$ cat config.mk
export PLATFORM = sky130hd
export DESIGN_NAME = pnz_fade
export DESIGN_NICKNAME = d
export VERILOG_FILES = /design/src/sv/perlin_noise_3d_core_assert.svh /design/src/sv/pnz_fade.sv
export SDC_FILE = /design/constraint.sdc
export NUM_CORES = 2
export LEC_CHECK = 0
export ABC_AREA = 1
export BUFFER_PORTS_ARGS = -buffer_cell sky130_fd_sc_hd__buf_2
export CAP_MARGIN = 0
export CORE_MARGIN = 1
export CORE_UTILIZATION = 65
export DETAILED_ROUTE_END_ITERATION = 10
export HOLD_SLACK_MARGIN = 0.08
export PLACE_DENSITY = 0.78
export SETUP_SLACK_MARGIN = 0.1
export SYNTH_ARGS = -nofsm -noshare
export SYNTH_HDL_FRONTEND = slang
export SYNTH_SLANG_ARGS = --single-unit
$ cat constraint.sdc
create_clock -name clk -period 16.7 [get_ports clk]
set_input_delay 1.67 -clock clk [delete_from_list [all_inputs] [get_ports clk]]
set_output_delay 1.67 -clock clk [all_outputs]
set_load 0.01 [all_outputs]
$ cat src/sv/perlin_noise_3d_core_assert.svh
// ----------------------------------------------------------------------------
// Assertion macros for the perlin noise core
// Shared concurrent checks, clocked on clk and disabled during reset.
// ----------------------------------------------------------------------------
`ifndef PERLIN_NOISE_3D_CORE_ASSERT_SVH
`define PERLIN_NOISE_3D_CORE_ASSERT_SVH

// same-cycle implication
`define PNZ_ASSERT_SAME(lbl, ante, cons) \
	lbl: assert property (@(posedge clk) disable iff (!arst_n) (ante) |-> (cons)) \
		else $error("pnz assertion failed");

// next-cycle implication
`define PNZ_ASSERT_NEXT(lbl, ante, cons) \
	lbl: assert property (@(posedge clk) disable iff (!arst_n) (ante) |=> (cons)) \
		else $error("pnz assertion failed");

`endif

$ cat src/sv/pnz_fade.sv
// ----------------------------------------------------------------------------
// pnz_fade
// Five-stage quintic fade 6t^5 - 15t^4 + 10t^3, clamped to [0, 1].
// ----------------------------------------------------------------------------
`timescale 1ns / 1ps

module pnz_fade #(
	parameter int FRAC_BITS = 16
) (
	input  logic                 clk,
	input  logic                 en,
	input  logic [FRAC_BITS-1:0] frac,
	output logic [FRAC_BITS:0]   fade
);

	localparam int F = FRAC_BITS;
	localparam int PW = 2 * F;
	localparam logic signed [F+5:0] K6  = (F+6)'(6);
	localparam logic signed [F+5:0] K15 = (F+6)'(15);
	localparam logic signed [F+5:0] K10 = (F+6)'(10);
	localparam logic signed [F+5:0] One = (F+6)'(1) << F;

	logic [F-1:0] t_s1, t_s2, t_s3;
	logic [F-1:0] t2_s1, t3_s2, t3_s3, t3_s4, t4_s3, t4_s4, t5_s4;
	logic [F:0]   f_s5;
	logic [PW-1:0] p1, p2, p3, p4;
	logic signed [F+5:0] poly;
	logic [F:0] clamp;

	assign p1 = PW'(frac) * PW'(frac);
	assign p2 = PW'(t2_s1) * PW'(t_s1);
	assign p3 = PW'(t3_s2) * PW'(t_s2);
	assign p4 = PW'(t4_s3) * PW'(t_s3);

	always_comb begin
		poly = K6 * $signed({6'b0, t5_s4}) - K15 * $signed({6'b0, t4_s4})
			+ K10 * $signed({6'b0, t3_s4});
		if (poly < 0) begin
			clamp = '0;
		end else if (poly > One) begin
			clamp = One[F:0];
		end else begin
			clamp = poly[F:0];
		end
	end

	always_ff @(posedge clk) begin
		if (en) begin
			t_s1  <= frac;
			t2_s1 <= p1[PW-1:F];
			t_s2  <= t_s1;
			t3_s2 <= p2[PW-1:F];
			t_s3  <= t_s2;
			t3_s3 <= t3_s2;
			t4_s3 <= p3[PW-1:F];
			t3_s4 <= t3_s3;
			t4_s4 <= t4_s3;
			t5_s4 <= p4[PW-1:F];
			f_s5  <= clamp;
		end
	end

	assign fade = f_s5;

endmodule

=== Word level (Yosys, flattened, before mapping) ===
Index checks and enable logic that the tools add are counted.

* Register bits after elaboration: 177
* Bits in latches: 0
* Bits in writable memories: 0
* Bits in read-only memories: 0
* Bits of input ports: 18
* Output and inout port bits: 17
* Logic and storage cells: 25
* Memories: 0

* Add/subtract/negate cells: 2
* Multiply operators: 7
* Div/mod/pow operators: 0
* Magnitude comparators: 2
* Equality and inequality tests: 0
* Shift-type cells: 0
* Multiplexer cells: 1
* Bitwise operators: 0
* Reductions and logical operators: 1

{| class="wikitable"
|+ Operators with widths
! operator !! number
|-
| 16-bit by 16-bit multiplier with 32-bit output || 4
|-
| 21-bit by 21-bit adder with 22-bit output || 1
|-
| 22-bit by 18-bit greater-than comparator with 1-bit output (second input constant) || 1
|-
| 22-bit by 1-bit less-than comparator with 1-bit output (second input constant) || 1
|-
| 19-bit by 20-bit subtractor with 21-bit output || 1
|-
| 4-bit by 16-bit multiplier with 20-bit output (first input constant) || 1
|-
| 3-bit by 16-bit multiplier with 19-bit output (first input constant) || 1
|-
| 2-bit by 16-bit multiplier with 18-bit output (first input constant) || 1
|-
| 17-bit 2-to-1 mux || 1
|-
| 2-bit OR reduction || 1
|}

=== Depth between registers and ports, before layout ===
* Depth after elaboration: 5
* Mapped depth: 33
* Mapped depth without buffers: 32

=== Worst setup path after synthesis ===
Ideal clock, no wire load.

* Path type: input port to flip-flop
* Start point: in frac[13]
* End point: reg t2_s1[15] (data pin)
* Library setup time: 0.260 ns
* Arrival time: 6.618 ns
* Required time: 16.440 ns
* Path slack: 9.821 ns
* Cell stages on the path: 20
* Buffers on the path: 2
* Cell sequence: clkbuf_1 > clkbuf_1 > nand2_1 > fa_1 > inv_1 > fa_1 > inv_1 > fa_1 > fa_1 > fa_1 > fa_1 > inv_1 > ha_1 > a21oi_1 > inv_1 > a21oi_1 > o21ai_0 > a21oi_1 > nand2_1 > xor2_1

* Cells in the longest elaborated chain, start to end: 1

{| class="wikitable"
|+ Ends and longest elaborated chain
! item !! line !! source
|-
| start: declaration || pnz_fade.sv:12 || <nowiki>input logic [FRAC_BITS-1:0] frac,</nowiki>
|-
| 16-bit by 16-bit multiplier with 32-bit output || pnz_fade.sv:30 || <nowiki>assign p1 = PW'(frac) * PW'(frac);</nowiki>
|-
| named net p1[31] || pnz_fade.sv:26 || <nowiki>logic [PW-1:0] p1, p2, p3, p4;</nowiki>
|-
| end signal: assignment || pnz_fade.sv:50 || <nowiki>t2_s1 <= p1[PW-1:F];</nowiki>
|-
| end: declaration || pnz_fade.sv:24 || <nowiki>logic [F-1:0] t2_s1, t3_s2, t3_s3, t3_s4, t4_s3, t4_s4, t5_s4;</nowiki>
|}

The timed path passes the listed nets, and every way through them passes these cells.
A chain may end at the register's enable or synchronous reset.

=== Worst setup path after layout ===
* Start point: in frac[3]
* End point: reg t2_s1[8] (data pin)

The elaborated chain is that of the path after synthesis.

==> flow_summary.json <==
{
  "min_from": "t3_s3[11]",
  "tightest_slew_ps": 1055,
  "startpoint": "frac[3]",
  "synth.lib_cells_used.distinct": 46,
  "skew_ps": 23.72,
  "wl_per_cell_um": 16.67,
  "async_flop_share": 0,
  "htreeDepth": 4,
  "period_share": 0.3970,
  "finalWirelength_mm": 99.66,
  "final_layout_size_suffix_gt1_frac": 0.02151,
  "num_io_pins": 35,
  "cts_tree": "done",
  "holdCritPathClass": "register to register",
  "slew_violations": 0,
  "hpwlAfterDp_mm": 79.73,
  "post-route-util": 0.6752,
  "via_per_inst": 5.466,
  "grt_pass1_vias": 35430,
  "crit_fanout": 17,
  "end_kind": "register",
  "drv_cap": 0,
  "antenna_found_initial": 0,
  "synth-main-ff-cell": "edfxtp_1",
  "grt_first_pass_wirelength_mm": 169.4,
  "hold_viol": 0,
  "grtUsageTotal": 0.3172,
  "synth-seq-area-share": 0.1230,
  "synth-warning-count": 0,
  "netlist_instances": 5244,
  "cts_buffers": 17,
  "port_buffers": 34,
  "num_rows": 94,
  "ant_nets": 0,
  "synth_area_leaders": "fa_1 (37%), ha_1 (14%), inv_1 (13%), edfxtp_1 (12%), nand2_1 (11%)",
  "die_height_um": 259.8,
  "instances_no_fill": 5977,
  "dp_cells": 5945,
  "root_buffer": "clkbuf_16",
  "setup_tns_ps": 0,
  "postSynthAreaPerCell_um2": 8.241,
  "dr.first_iter.drc_count": 2230,
  "syn-num-nets": 6543,
  "post_cts_buffers": 0,
  "areaGrowthSynthToFinish_pct": 2.722,
  "critPathKind": "input port to register",
  "rsz0062_at_grt": "no",
  "ys_seq_elements": 177,
  "gp_congestion": 0.9448,
  "final_common_cell": "inv_1",
  "setup_viol": 0,
  "cts_resized": 0,
  "die-area_mm2": 0.06752,
  "clockBufferDepth": 2,
  "status": "finished, final reports clean",
  "dr.pass1.iters": 6,
  "start_util": 0.6573,
  "syn-cell-area_mm2": 0.04322,
  "cts_sinks": 177,
  "grt-ovfl-total": 0,
  "slew_headroom": 0.2969,
  "cts_hold_buf": 0,
  "max_clock_freq_mhz": 150.8,
  "synth-edff-count": 177,
  "critical_path_arrival_ps": 6870,
  "fp.dieW_um": 259.8,
  "n_antenna_cell": 0,
  "yosys.area.top_type": "fa_1",
  "fin_crit_ps": 6630,
  "nets": 6399,
  "clkTransAtPathRegs_ps": 90,
  "drt_drc_violations_left": 0,
  "grt_max_degree": 73,
  "worstReg2RegStart": "t_s1[4]",
  "core_mm2": 0.06575,
  "clk-insertion-delay-late_ps": 500,
  "synth_top_area_share": 0.3660,
  "cp-start-kind": "input port",
  "num_vias": 32670,
  "required_ps": 16940,
  "mostFrequentLayoutCells": "inv_1 (1495), nand2_1 (1229), fa_1 (790)"
}
layer usage:
| layer | track usage | up-vias | part of all wire |
|---|---|---|---|
| li1 | - | 15140 | - |
| met1 | 0.3874 | 16130 | 0.39 |
| met2 | 0.5657 | 1128 | 0.51 |
| met3 | 0.03957 | 270 | 0.068 |
| met4 | 0.1317 | 0 | 0.039 |
| met5 | 0 | - | 0 |
through the flow:
step                hold slack, ps  setup slack (ps)  area (um^2)
CTS                          398.9             10100        44390
global route                 407.2              9716        44390
floorplan                    400.3              9821        43220
finish                       397.2             10070        44390
detailed placement           404.5              9565        43780
global placement             400.6              9638        43780
cell families (layout without fill, tap and decap cells):
| group | after synthesis | after routing | share of synthesized area |
|---|---|---|---|
| AO/OA/AOI/OAI | 395 | 395 | 0.05203 |
| XOR/XNOR | 121 | 121 | 0.02470 |
| flip-flops | 177 | 177 | 0.1230 |
| AND/OR/NAND/NOR | 1562 | 1562 | 0.1436 |
| buffers and inverters | 1708 | 1577 | 0.1485 |
| adder cells (fa/ha/maj) | 1281 | 1281 | 0.5081 |
area by class of cell:
type	instances	area, um^2
fillers	5460	21350
well taps	864	1081
repair buffers	48	281.5
clock buffers	17	425.4
inverters	1497	5619
clock inverters	15	187.7
multi-input cells	3359	31480
flip-flops and latches	177	5315
path summary, 6_finish.rpt:
kind,endpoint,slack [ps],cells after the start
max reg2reg,t3_s2[10],10340,20
min reg2reg,t3_s4[11],400,0
max,t2_s1[8],10070,23
min,t3_s4[11],400,0
registers in the layout (all words and copies together) (netlist names):
register and count:
t3_s4 16, t4_s4 16, t_s1 16, t_s2 16
t3_s2 16, t_s3 16, fade 17, t4_s3 16
t3_s3 16, t2_s1 16, t5_s4 16
synthesized netlist by cell type, types with 2 or more instances:
| cell | count |
|---|---|
| inv_1 | 1495 |
| nand2_1 | 1229 |
| fa_1 | 790 |
| ha_1 | 491 |
| clkbuf_1 | 210 |
| a21oi_1 | 194 |
| edfxtp_1 | 177 |
| nor2_1 | 156 |
| o21ai_0 | 96 |
| nand3_1 | 79 |
| xor2_1 | 79 |
| xnor2_1 | 41 |
| nor3_1 | 32 |
| nand4_1 | 25 |
| a21o_1 | 16 |
| a31oi_1 | 16 |
| o21a_1 | 16 |
| nand3b_1 | 10 |
| o21bai_1 | 10 |
| a211oi_1 | 8 |
| nor2_2 | 8 |
| nor4_1 | 7 |
| o211ai_1 | 7 |
| a221oi_1 | 6 |
| nand2_2 | 5 |
| a21boi_0 | 4 |
| a21oi_2 | 4 |
| o221ai_1 | 4 |
| o31ai_1 | 4 |
| and2_1 | 3 |
| o21ai_1 | 3 |
| inv_2 | 2 |
| o2111ai_1 | 2 |
| o221a_2 | 2 |
| or2_2 | 2 |
critical path, cell delays in order:
cell,delay (ps)
buf_2,220
nand2_1,170
inv_1,80
fa_1,540
inv_1,60
fa_1,530
inv_1,50
fa_1,500
inv_1,60
fa_1,530
inv_1,50
fa_1,480
inv_1,50
fa_1,470
inv_1,40
ha_1,310
a21o_1,210
a31oi_1,200
nand2_1,80
nand2_1,60
nand3_1,110
a211oi_1,290
xnor2_1,120
Power is left out: the tool's default activity adds up to more than one toggle a clock period on the data nets, which glitch-free logic cannot reach.
