[src/sv/perlin_noise_3d_core_assert.svh]
// ----------------------------------------------------------------------------
// Assertion macros for the perlin noise core
// Shared concurrent checks, clocked on clk and disabled during reset.
// ----------------------------------------------------------------------------
`ifndef PERLIN_NOISE_3D_CORE_ASSERT_SVH
`define PERLIN_NOISE_3D_CORE_ASSERT_SVH

// same-cycle implication
`define PNZ_ASSERT_SAME(lbl, ante, cons) \
	lbl: assert property (@(posedge clk) disable iff (!arst_n) (ante) |-> (cons)) \
		else $error("pnz assertion failed");

// next-cycle implication
`define PNZ_ASSERT_NEXT(lbl, ante, cons) \
	lbl: assert property (@(posedge clk) disable iff (!arst_n) (ante) |=> (cons)) \
		else $error("pnz assertion failed");

`endif

[src/sv/pnz_pkg.sv]
// ----------------------------------------------------------------------------
// pnz_pkg
// Constants and permutation table for the 3D perlin noise core.
// ----------------------------------------------------------------------------
`timescale 1ns / 1ps

package pnz_pkg;

	localparam int CoordW = 32;
	localparam int CellW  = 8;
	localparam int HashW  = 4;
	localparam int NoiseW = 18;
	localparam int Depth  = 11;

	localparam logic signed [31:0] NoiseMax = 32'sd131071;
	localparam logic signed [31:0] NoiseMin = -32'sd131072;

	// gradient selection codes
	localparam logic [HashW-1:0] GradUSplit = 4'd8;
	localparam logic [HashW-1:0] GradVSplit = 4'd4;
	localparam logic [HashW-1:0] GradVx0    = 4'd12;
	localparam logic [HashW-1:0] GradVx1    = 4'd14;

	typedef logic [CellW-1:0] cell_t;
	typedef logic [HashW-1:0] hash_t;

	localparam cell_t PERM [256] = '{
		8'd151,8'd160,8'd137,8'd91,8'd90,8'd15,8'd131,8'd13,
		8'd201,8'd95,8'd96,8'd53,8'd194,8'd233,8'd7,8'd225,
		8'd140,8'd36,8'd103,8'd30,8'd69,8'd142,8'd8,8'd99,
		8'd37,8'd240,8'd21,8'd10,8'd23,8'd190,8'd6,8'd148,
		8'd247,8'd120,8'd234,8'd75,8'd0,8'd26,8'd197,8'd62,
		8'd94,8'd252,8'd219,8'd203,8'd117,8'd35,8'd11,8'd32,
		8'd57,8'd177,8'd33,8'd88,8'd237,8'd149,8'd56,8'd87,
		8'd174,8'd20,8'd125,8'd136,8'd171,8'd168,8'd68,8'd175,
		8'd74,8'd165,8'd71,8'd134,8'd139,8'd48,8'd27,8'd166,
		8'd77,8'd146,8'd158,8'd231,8'd83,8'd111,8'd229,8'd122,
		8'd60,8'd211,8'd133,8'd230,8'd220,8'd105,8'd92,8'd41,
		8'd55,8'd46,8'd245,8'd40,8'd244,8'd102,8'd143,8'd54,
		8'd65,8'd25,8'd63,8'd161,8'd1,8'd216,8'd80,8'd73,
		8'd209,8'd76,8'd132,8'd187,8'd208,8'd89,8'd18,8'd169,
		8'd200,8'd196,8'd135,8'd130,8'd116,8'd188,8'd159,8'd86,
		8'd164,8'd100,8'd109,8'd198,8'd173,8'd186,8'd3,8'd64,
		8'd52,8'd217,8'd226,8'd250,8'd124,8'd123,8'd5,8'd202,
		8'd38,8'd147,8'd118,8'd126,8'd255,8'd82,8'd85,8'd212,
		8'd207,8'd206,8'd59,8'd227,8'd47,8'd16,8'd58,8'd17,
		8'd182,8'd189,8'd28,8'd42,8'd223,8'd183,8'd170,8'd213,
		8'd119,8'd248,8'd152,8'd2,8'd44,8'd154,8'd163,8'd70,
		8'd221,8'd153,8'd101,8'd155,8'd167,8'd43,8'd172,8'd9,
		8'd129,8'd22,8'd39,8'd253,8'd19,8'd98,8'd108,8'd110,
		8'd79,8'd113,8'd224,8'd232,8'd178,8'd185,8'd112,8'd104,
		8'd218,8'd246,8'd97,8'd228,8'd251,8'd34,8'd242,8'd193,
		8'd238,8'd210,8'd144,8'd12,8'd191,8'd179,8'd162,8'd241,
		8'd81,8'd51,8'd145,8'd235,8'd249,8'd14,8'd239,8'd107,
		8'd49,8'd192,8'd214,8'd31,8'd181,8'd199,8'd106,8'd157,
		8'd184,8'd84,8'd204,8'd176,8'd115,8'd121,8'd50,8'd45,
		8'd127,8'd4,8'd150,8'd254,8'd138,8'd236,8'd205,8'd93,
		8'd222,8'd114,8'd67,8'd29,8'd24,8'd72,8'd243,8'd141,
		8'd128,8'd195,8'd78,8'd66,8'd215,8'd61,8'd156,8'd180
	};

endpackage

[src/sv/pnz_hash.sv]
// ----------------------------------------------------------------------------
// pnz_hash
// Five-stage permutation hash of the cell and corner gradient dot products.
// ----------------------------------------------------------------------------
`timescale 1ns / 1ps

module pnz_hash #(
	parameter int FRAC_BITS = 16
) (
	input  logic                              clk,
	input  logic                              en,
	input  logic [pnz_pkg::CoordW-1:0]        cx,
	input  logic [pnz_pkg::CoordW-1:0]        cy,
	input  logic [pnz_pkg::CoordW-1:0]        cz,
	output logic signed [FRAC_BITS+2:0]       grad [8]
);

	localparam int F = FRAC_BITS;
	localparam logic signed [F+2:0] One = (F+3)'(1) << F;

	pnz_pkg::cell_t a_s1, b_s1, z_s1;
	pnz_pkg::cell_t aa_s2, ab_s2, ba_s2, bb_s2;
	pnz_pkg::hash_t hash_s3 [8];
	logic [F-1:0] fx_s1, fy_s1, fz_s1, fx_s2, fy_s2, fz_s2, fx_s3, fy_s3, fz_s3;
	logic signed [F+2:0] grad_s4 [8];
	logic signed [F+2:0] grad_s5 [8];
	pnz_pkg::cell_t xc, yc, zc, xc1;

	function automatic logic signed [F+2:0] grad_dot(
		input pnz_pkg::hash_t h,
		input logic signed [F+2:0] gx,
		input logic signed [F+2:0] gy,
		input logic signed [F+2:0] gz
	);
		logic signed [F+2:0] u;
		logic signed [F+2:0] v;
		u = (h < pnz_pkg::GradUSplit) ? gx : gy;
		if (h < pnz_pkg::GradVSplit) begin
			v = gy;
		end else if (h == pnz_pkg::GradVx0 || h == pnz_pkg::GradVx1) begin
			v = gx;
		end else begin
			v = gz;
		end
		return (h[0] ? -u : u) + (h[1] ? -v : v);
	endfunction

	assign xc  = cx[F +: pnz_pkg::CellW];
	assign yc  = cy[F +: pnz_pkg::CellW];
	assign zc  = cz[F +: pnz_pkg::CellW];
	assign xc1 = xc + 8'd1;

	always_ff @(posedge clk) begin
		if (en) begin
			a_s1  <= pnz_pkg::PERM[xc] + yc;
			b_s1  <= pnz_pkg::PERM[xc1] + yc;
			z_s1  <= zc;
			fx_s1 <= cx[F-1:0];
			fy_s1 <= cy[F-1:0];
			fz_s1 <= cz[F-1:0];

			aa_s2 <= pnz_pkg::PERM[a_s1] + z_s1;
			ab_s2 <= pnz_pkg::PERM[a_s1 + 8'd1] + z_s1;
			ba_s2 <= pnz_pkg::PERM[b_s1] + z_s1;
			bb_s2 <= pnz_pkg::PERM[b_s1 + 8'd1] + z_s1;
			fx_s2 <= fx_s1;
			fy_s2 <= fy_s1;
			fz_s2 <= fz_s1;

			fx_s3 <= fx_s2;
			fy_s3 <= fy_s2;
			fz_s3 <= fz_s2;
			grad_s5 <= grad_s4;
		end
	end

	// corner index {z, y, x}
	for (genvar c = 0; c < 8; c++) begin : g_corner
		pnz_pkg::cell_t base;
		logic signed [F+2:0] gx, gy, gz;
		assign base = (c % 2 == 1) ? (((c / 2) % 2 == 1) ? bb_s2 : ba_s2)
			: (((c / 2) % 2 == 1) ? ab_s2 : aa_s2);
		assign gx = (c % 2 == 1) ? $signed({3'b0, fx_s3}) - One : $signed({3'b0, fx_s3});
		assign gy = ((c / 2) % 2 == 1) ? $signed({3'b0, fy_s3}) - One
			: $signed({3'b0, fy_s3});
		assign gz = (c / 4 == 1) ? $signed({3'b0, fz_s3}) - One : $signed({3'b0, fz_s3});

		always_ff @(posedge clk) begin
			if (en) begin
				hash_s3[c] <= pnz_pkg::PERM[base + pnz_pkg::cell_t'(c / 4)][pnz_pkg::HashW-1:0];
				grad_s4[c] <= grad_dot(hash_s3[c], gx, gy, gz);
			end
		end
	end

	assign grad = grad_s5;

endmodule

[config.mk]
export PLATFORM = sky130hd
export DESIGN_NAME = pnz_hash
export DESIGN_NICKNAME = d
export VERILOG_FILES = /design/src/sv/perlin_noise_3d_core_assert.svh /design/src/sv/pnz_pkg.sv /design/src/sv/pnz_hash.sv
export SDC_FILE = /design/constraint.sdc
export NUM_CORES = 2
export LEC_CHECK = 0
export ABC_AREA = 1
export BUFFER_PORTS_ARGS = -buffer_cell sky130_fd_sc_hd__clkbuf_2
export CELL_PAD_IN_SITES_DETAIL_PLACEMENT = 1
export CELL_PAD_IN_SITES_GLOBAL_PLACEMENT = 1
export CORE_MARGIN = 5
export CORE_UTILIZATION = 47
export DETAILED_ROUTE_END_ITERATION = 8
export PLACE_DENSITY_LB_ADDON = 0.05
export SLEW_MARGIN = 20
export SYNTH_ARGS = -nofsm -noshare
export SYNTH_HDL_FRONTEND = slang
export SYNTH_SLANG_ARGS = --single-unit
[constraint.sdc]
create_clock -name clk -period 4.87 [get_ports clk]
set_clock_uncertainty 0.15 [all_clocks]
set_input_delay 0.974 -clock clk [delete_from_list [all_inputs] [get_ports clk]]
set_output_delay 0.974 -clock clk [all_outputs]
set_load 0.01 [all_outputs]
==> reports/qor.tcl, run 1 <==
set qor(synth_enable_flop_cells) 536
set qor(finalWeightedCongestion) 1.067
set qor(holdBufCountCts) 0
set qor(kind_of_pin_the_worst_path_terminates_on) {register data pin}
set qor(postSynthCellCount) 9842
set qor(flow.first_error) {[ERROR GRT-0232] Routing congestion too high. Check the congestion heatmap in the GUI.}
set qor(synthesis.nets) 10280
set qor(synth.lib_cells_used.distinct) 80
set qor(synth_seq_cells) 536
set qor(fp-row-count) 136
set qor(failed_stage) {5_1_grt}
set qor(buffer_type_at_the_clock_tree_root) {sky130_fd_sc_hd__clkbuf_16}
set qor(synthTopCellsByCount) {2161 x sky130_fd_sc_hd__nand2_1, 1052 x sky130_fd_sc_hd__inv_1, 1006 x sky130_fd_sc_hd__o21ai_0, 997 x sky130_fd_sc_hd__nand3_1, 894 x sky130_fd_sc_hd__nor2_1}
set qor(synth_top_cell_area_share) 0.2490
set qor(grt_overflow_total) 17
set qor(dpl.cell_count) 11870
set qor(cts_inserted_buffers) 55
set qor(place.detailed.hpwl_mm) 260.5
set qor(synth_async_sr_flop_share) 0
set qor(io_pins) 250
set qor(cts_max_level) 2
set qor(synth_area_leaders) {sky130_fd_sc_hd__edfxtp_1 25%, sky130_fd_sc_hd__nand2_1 13%, sky130_fd_sc_hd__o21ai_0 7.8%}
set qor(initial_utilization) 0.4712
set qor(grt_repair_worst_endpoint) {grad_s4[54]$_DFFE_PP_/D}
set qor(ys_warn_count) 0
set qor(synthesized_area_per_cell_sq_um) 6.567
set qor(port-buffer-count) 225
set qor(die_width_um) 380.8
set qor(postSynth.topFlopCell) {sky130_fd_sc_hd__edfxtp_1}
set qor(synth_area_leader_cell) {sky130_fd_sc_hd__edfxtp_1}
set qor(post-synth-top-count-cell) {sky130_fd_sc_hd__nand2_1}
set qor(dieHeight_um) 380.8
set qor(syn_area_sq_um) 64630
set qor(yosysSeqAreaShare) 0.2490
set qor(max-clock-path-buffers) 3
set qor(numClockSinks) 536
set qor(largest_net_degree_at_the_start_of_global_routing) 116
set qor(status) {did not finish}
set qor(combined_global_route_utilization_of_all_metal_layers) 0.6724
-- cells by family after synthesis --
logic type | Yosys count | share of synthesized area
buffers and inverters | 1670 | 0.1054
flip-flops | 536 | 0.2490
AO/OA/AOI/OAI | 2514 | 0.2335
XOR/XNOR | 409 | 0.05630
AND/OR/NAND/NOR | 4369 | 0.2875
adder cells (fa/ha/maj) | 344 | 0.06822
-- per-stage QoR --
stage	area, sq um	setup WS, ns	TNS (ns)
after CTS	71990	0.003038	0
after floorplan	64630	0.4619	0
after global placement	69920	-0.1557	-0.5465
after detailed placement	69920	-0.2477	-1.732
-- repair_timing --
item,4_1_cts
setup endpoints to repair,27
gates resized for setup,31
cloned,1
buffers inserted,10
pin swaps,2
-- layer usage --
layer	global-route usage	GRT overflow
met2	0.8251	6
met4	0.5912	7
met1	0.6954	1
met5	0.3856	0
met3	0.5243	3
==> run 2, diff against run 1 <==
- CELL_PAD_IN_SITES_DETAIL_PLACEMENT: 1 -> default
- CELL_PAD_IN_SITES_GLOBAL_PLACEMENT: 1 -> default
- CORE_UTILIZATION: 47 -> 40
- PLACE_DENSITY_LB_ADDON: 0.05 -> 0.15
==> reports/qor.tcl, run 2 <==
set qor(cts.reportedPaths.clkPinSlew_ns) 0.07
set qor(worst_hold_slack_ns) 0.2455
set qor(drc) 0
set qor(rsz0062_at_grt) {false}
set qor(layout.cells.most_common_list) {2157 x sky130_fd_sc_hd__nand2_1, 1051 x sky130_fd_sc_hd__inv_1, 997 x sky130_fd_sc_hd__o21ai_0, 997 x sky130_fd_sc_hd__nand3_1, 893 x sky130_fd_sc_hd__nor2_1}
set qor(antenna_found_initial) 11
set qor(synthesis.nets) 10280
set qor(buffer_type_at_the_clock_tree_root) {sky130_fd_sc_hd__clkbuf_16}
set qor(yosysSeqAreaShare) 0.2490
set qor(cap_viol_max_count) 0
set qor(synth_enable_flop_cells) 536
set qor(synth-compound-area-share) 0.2335
set qor(min_delay_worst_type) {flip-flop to flip-flop}
set qor(rr_startpoint) {a_s1[1]}
set qor(pre_cts_slack_ns) -0.03785
set qor(port-buffer-count) 225
set qor(dieHeight_um) 412.0
set qor(worst_slack_ns) 0.1792
set qor(synth_area_leaders) {sky130_fd_sc_hd__edfxtp_1 25%, sky130_fd_sc_hd__nand2_1 13%, sky130_fd_sc_hd__o21ai_0 7.8%}
set qor(most_common_cell_after_layout_fill_and_taps_aside) {sky130_fd_sc_hd__nand2_1}
set qor(largest_net_degree_at_the_start_of_global_routing) 111
set qor(postSynth.topFlopCell) {sky130_fd_sc_hd__edfxtp_1}
set qor(setup.worst_path.end_class) {flip-flop}
set qor(routed-via-count) 76090
set qor(timing.slew.headroom) 0.3261
set qor(worst-r2r-cell-count) 19
set qor(post_route_cells_drive_above_1_share) 0.1236
set qor(synthesized_area_per_cell_sq_um) 6.567
set qor(dpl.cell_count) 12440
set qor(status) {completed}
set qor(timing.critical_path.cells) {buf_4, inv_1, ha_1, buf_4, nor2_1, o21ai_0, a21oi_1, o21ai_0, a211oi_1, nor2_1, ha_1, a21oi_1, nand2_1, nand4_1, o211ai_1, xor2_1, nand3b_1, nand2_1, inv_1}
set qor(critPathArrivalTime_ns) 4.99
set qor(final.period_utilization) 0.9632
set qor(dr.first_iter.drc_count) 10710
set qor(grt_first_pass_wirelength_mm) 448.5
set qor(crit_path_top_delay_cell) {sky130_fd_sc_hd__a211oi_1}
set qor(hp-start) {grad_s4[20]}
set qor(syn_to_final_growth_pct) 14.42
set qor(grt_overflow_total) 0
set qor(io_pins) 250
set qor(synthTopCellsByCount) {2161 x sky130_fd_sc_hd__nand2_1, 1052 x sky130_fd_sc_hd__inv_1, 1006 x sky130_fd_sc_hd__o21ai_0, 997 x sky130_fd_sc_hd__nand3_1, 894 x sky130_fd_sc_hd__nor2_1}
set qor(post_synth_fa_ha_maj_area_fraction) 0.06822
set qor(wirelength_mm) 305.5
set qor(rr_endpoint) {aa_s2[7]}
set qor(cp-endpoint) {aa_s2[7]}
set qor(num-nets-final) 10790
set qor(cp_max_fo) 16
set qor(syn_area_sq_um) 64630
set qor(synth_area_leader_cell) {sky130_fd_sc_hd__edfxtp_1}
set qor(worst_setup_path_startpoint) {a_s1[1]}
set qor(tritoncts_clock_tree) {yes}
set qor(synth.lib_cells_used.distinct) 80
set qor(die_outline_area_sq_um) 169700
set qor(detail_route.wl_per_cell_um) 24.33
set qor(finalWeightedCongestion) 1.019
set qor(regToRegSetupSlack_ns) 0.18
set qor(holdBufCountCts) 0
set qor(worst_path_largest_cell_delay_ns) 0.54
set qor(cts_max_level) 2
set qor(setup.worst_path.class) {flip-flop to flip-flop}
set qor(postSynthCellCount) 9842
set qor(finalHoldViolCount) 0
set qor(synth_async_sr_flop_share) 0
set qor(die_width_um) 412.0
set qor(ys_warn_count) 0
set qor(setup_viol_count_final) 0
set qor(insertion_delay_ns) 0.70
set qor(numClockSinks) 536
set qor(first_global_vias) 70120
set qor(synth-simple-area-share) 0.2875
set qor(synth_top_family_by_area) {simple AND/OR/NAND/NOR gates}
set qor(worstMarginPinSlew_ns) 1.011
set qor(combined_global_route_utilization_of_all_metal_layers) 0.3419
set qor(clock.fmax_ghz) 0.2132
set qor(max-clock-path-buffers) 3
set qor(worst_ep_required_time_ns) 5.17
set qor(initial_utilization) 0.4025
set qor(drt_pass1_iterations) 8
set qor(synth_top_cell_area_share) 0.2490
set qor(shortest_period_the_worst_path_allows_ns) 4.691
set qor(start_kind) {flip-flop}
set qor(muxShareOfSynthArea) 0
set qor(post-synth-top-count-cell) {sky130_fd_sc_hd__nand2_1}
set qor(place.detailed.hpwl_mm) 235.8
set qor(synth-xor-area-share) 0.05630
set qor(detailed_route_vias_per_instance) 6.061
set qor(final_cell_count_no_fill) 12550
set qor(fp-row-count) 147
set qor(drtAntennaViolNets) 0
set qor(cts_inserted_buffers) 55
set qor(core_region_area_sq_um) 160600
set qor(synth_seq_cells) 536
set qor(slew_violations) 0
==> run 2: logic make-up after synthesis <==
group           Yosys count
xor+xnor                409
fa+ha+maj               344
simple gates           4369
compound gates         2514
flops                   536
buf+inv                1670
==> run 2: final cells by class <==
| type | instances | area, sq um |
|---|---|---|
| diodes | 7 | 17.52 |
| clock buffers | 63 | 1406 |
| clock inverters | 35 | 341.6 |
| fillers | 16780 | 86620 |
| inverters | 1121 | 4214 |
| multi-input cells | 7637 | 41800 |
| flip-flops and latches | 536 | 16100 |
| well taps | 2160 | 2703 |
| repair buffers | 995 | 7371 |
==> run 2: per-stage QoR <==
stage	instance area (sq um)	utilization	TNS [ns]
6_report	73950	0.4605	0
5_1_grt	73930	0.4605	0
4_1_cts	73800	0.4596	0
3_5_place_dp	72050	0.4487	-0.03785
3_3_place_gp	72050	0.4487	-0.07375
2_1_floorplan	64630	-	0
==> run 2: layer usage <==
| metal | GRT usage | routed length, um |
|---|---|---|
| met1 | 0.4707 | 124300 |
| met4 | 0.1570 | 17720 |
| met3 | 0.06523 | 33770 |
| met5 | 0 | 13 |
| met2 | 0.5184 | 129700 |
==> run 2: worst max-delay path: cells and delay by family (launching register included) <==
| kind | cells | cell delay [ns] |
|---|---|---|
| buf+inv | 4 | 0.64 |
| fa+ha+maj | 2 | 0.61 |
| flops | 1 | 0.45 |
| xor+xnor | 1 | 0.17 |
| compound gates | 6 | 1.43 |
| simple gates | 6 | 1.06 |
==> run 2: how the worst min path moves through the flow <==
stage,slack (ns),cells after the start,end
after CTS,0.25,0,grad[20]
final,0.25,0,grad[20]
after global placement,0.25,0,grad[135]
after detailed placement,0.25,0,fx_s3[8]
after floorplan,0.25,0,fx_s2[0]
after global routing,0.25,0,grad[20]
==> run 2: timing repair <==
| item | in CTS | in global routing |
|---|---|---|
| setup buffers | 0 | 8 |
| gates resized for setup | 0 | 27 |
| endpoints found under the setup margin | 0 | 29 |
Power of run 2 is not shown: default switching activity piles up to over one toggle a cycle in this logic, so the estimate is an artifact.
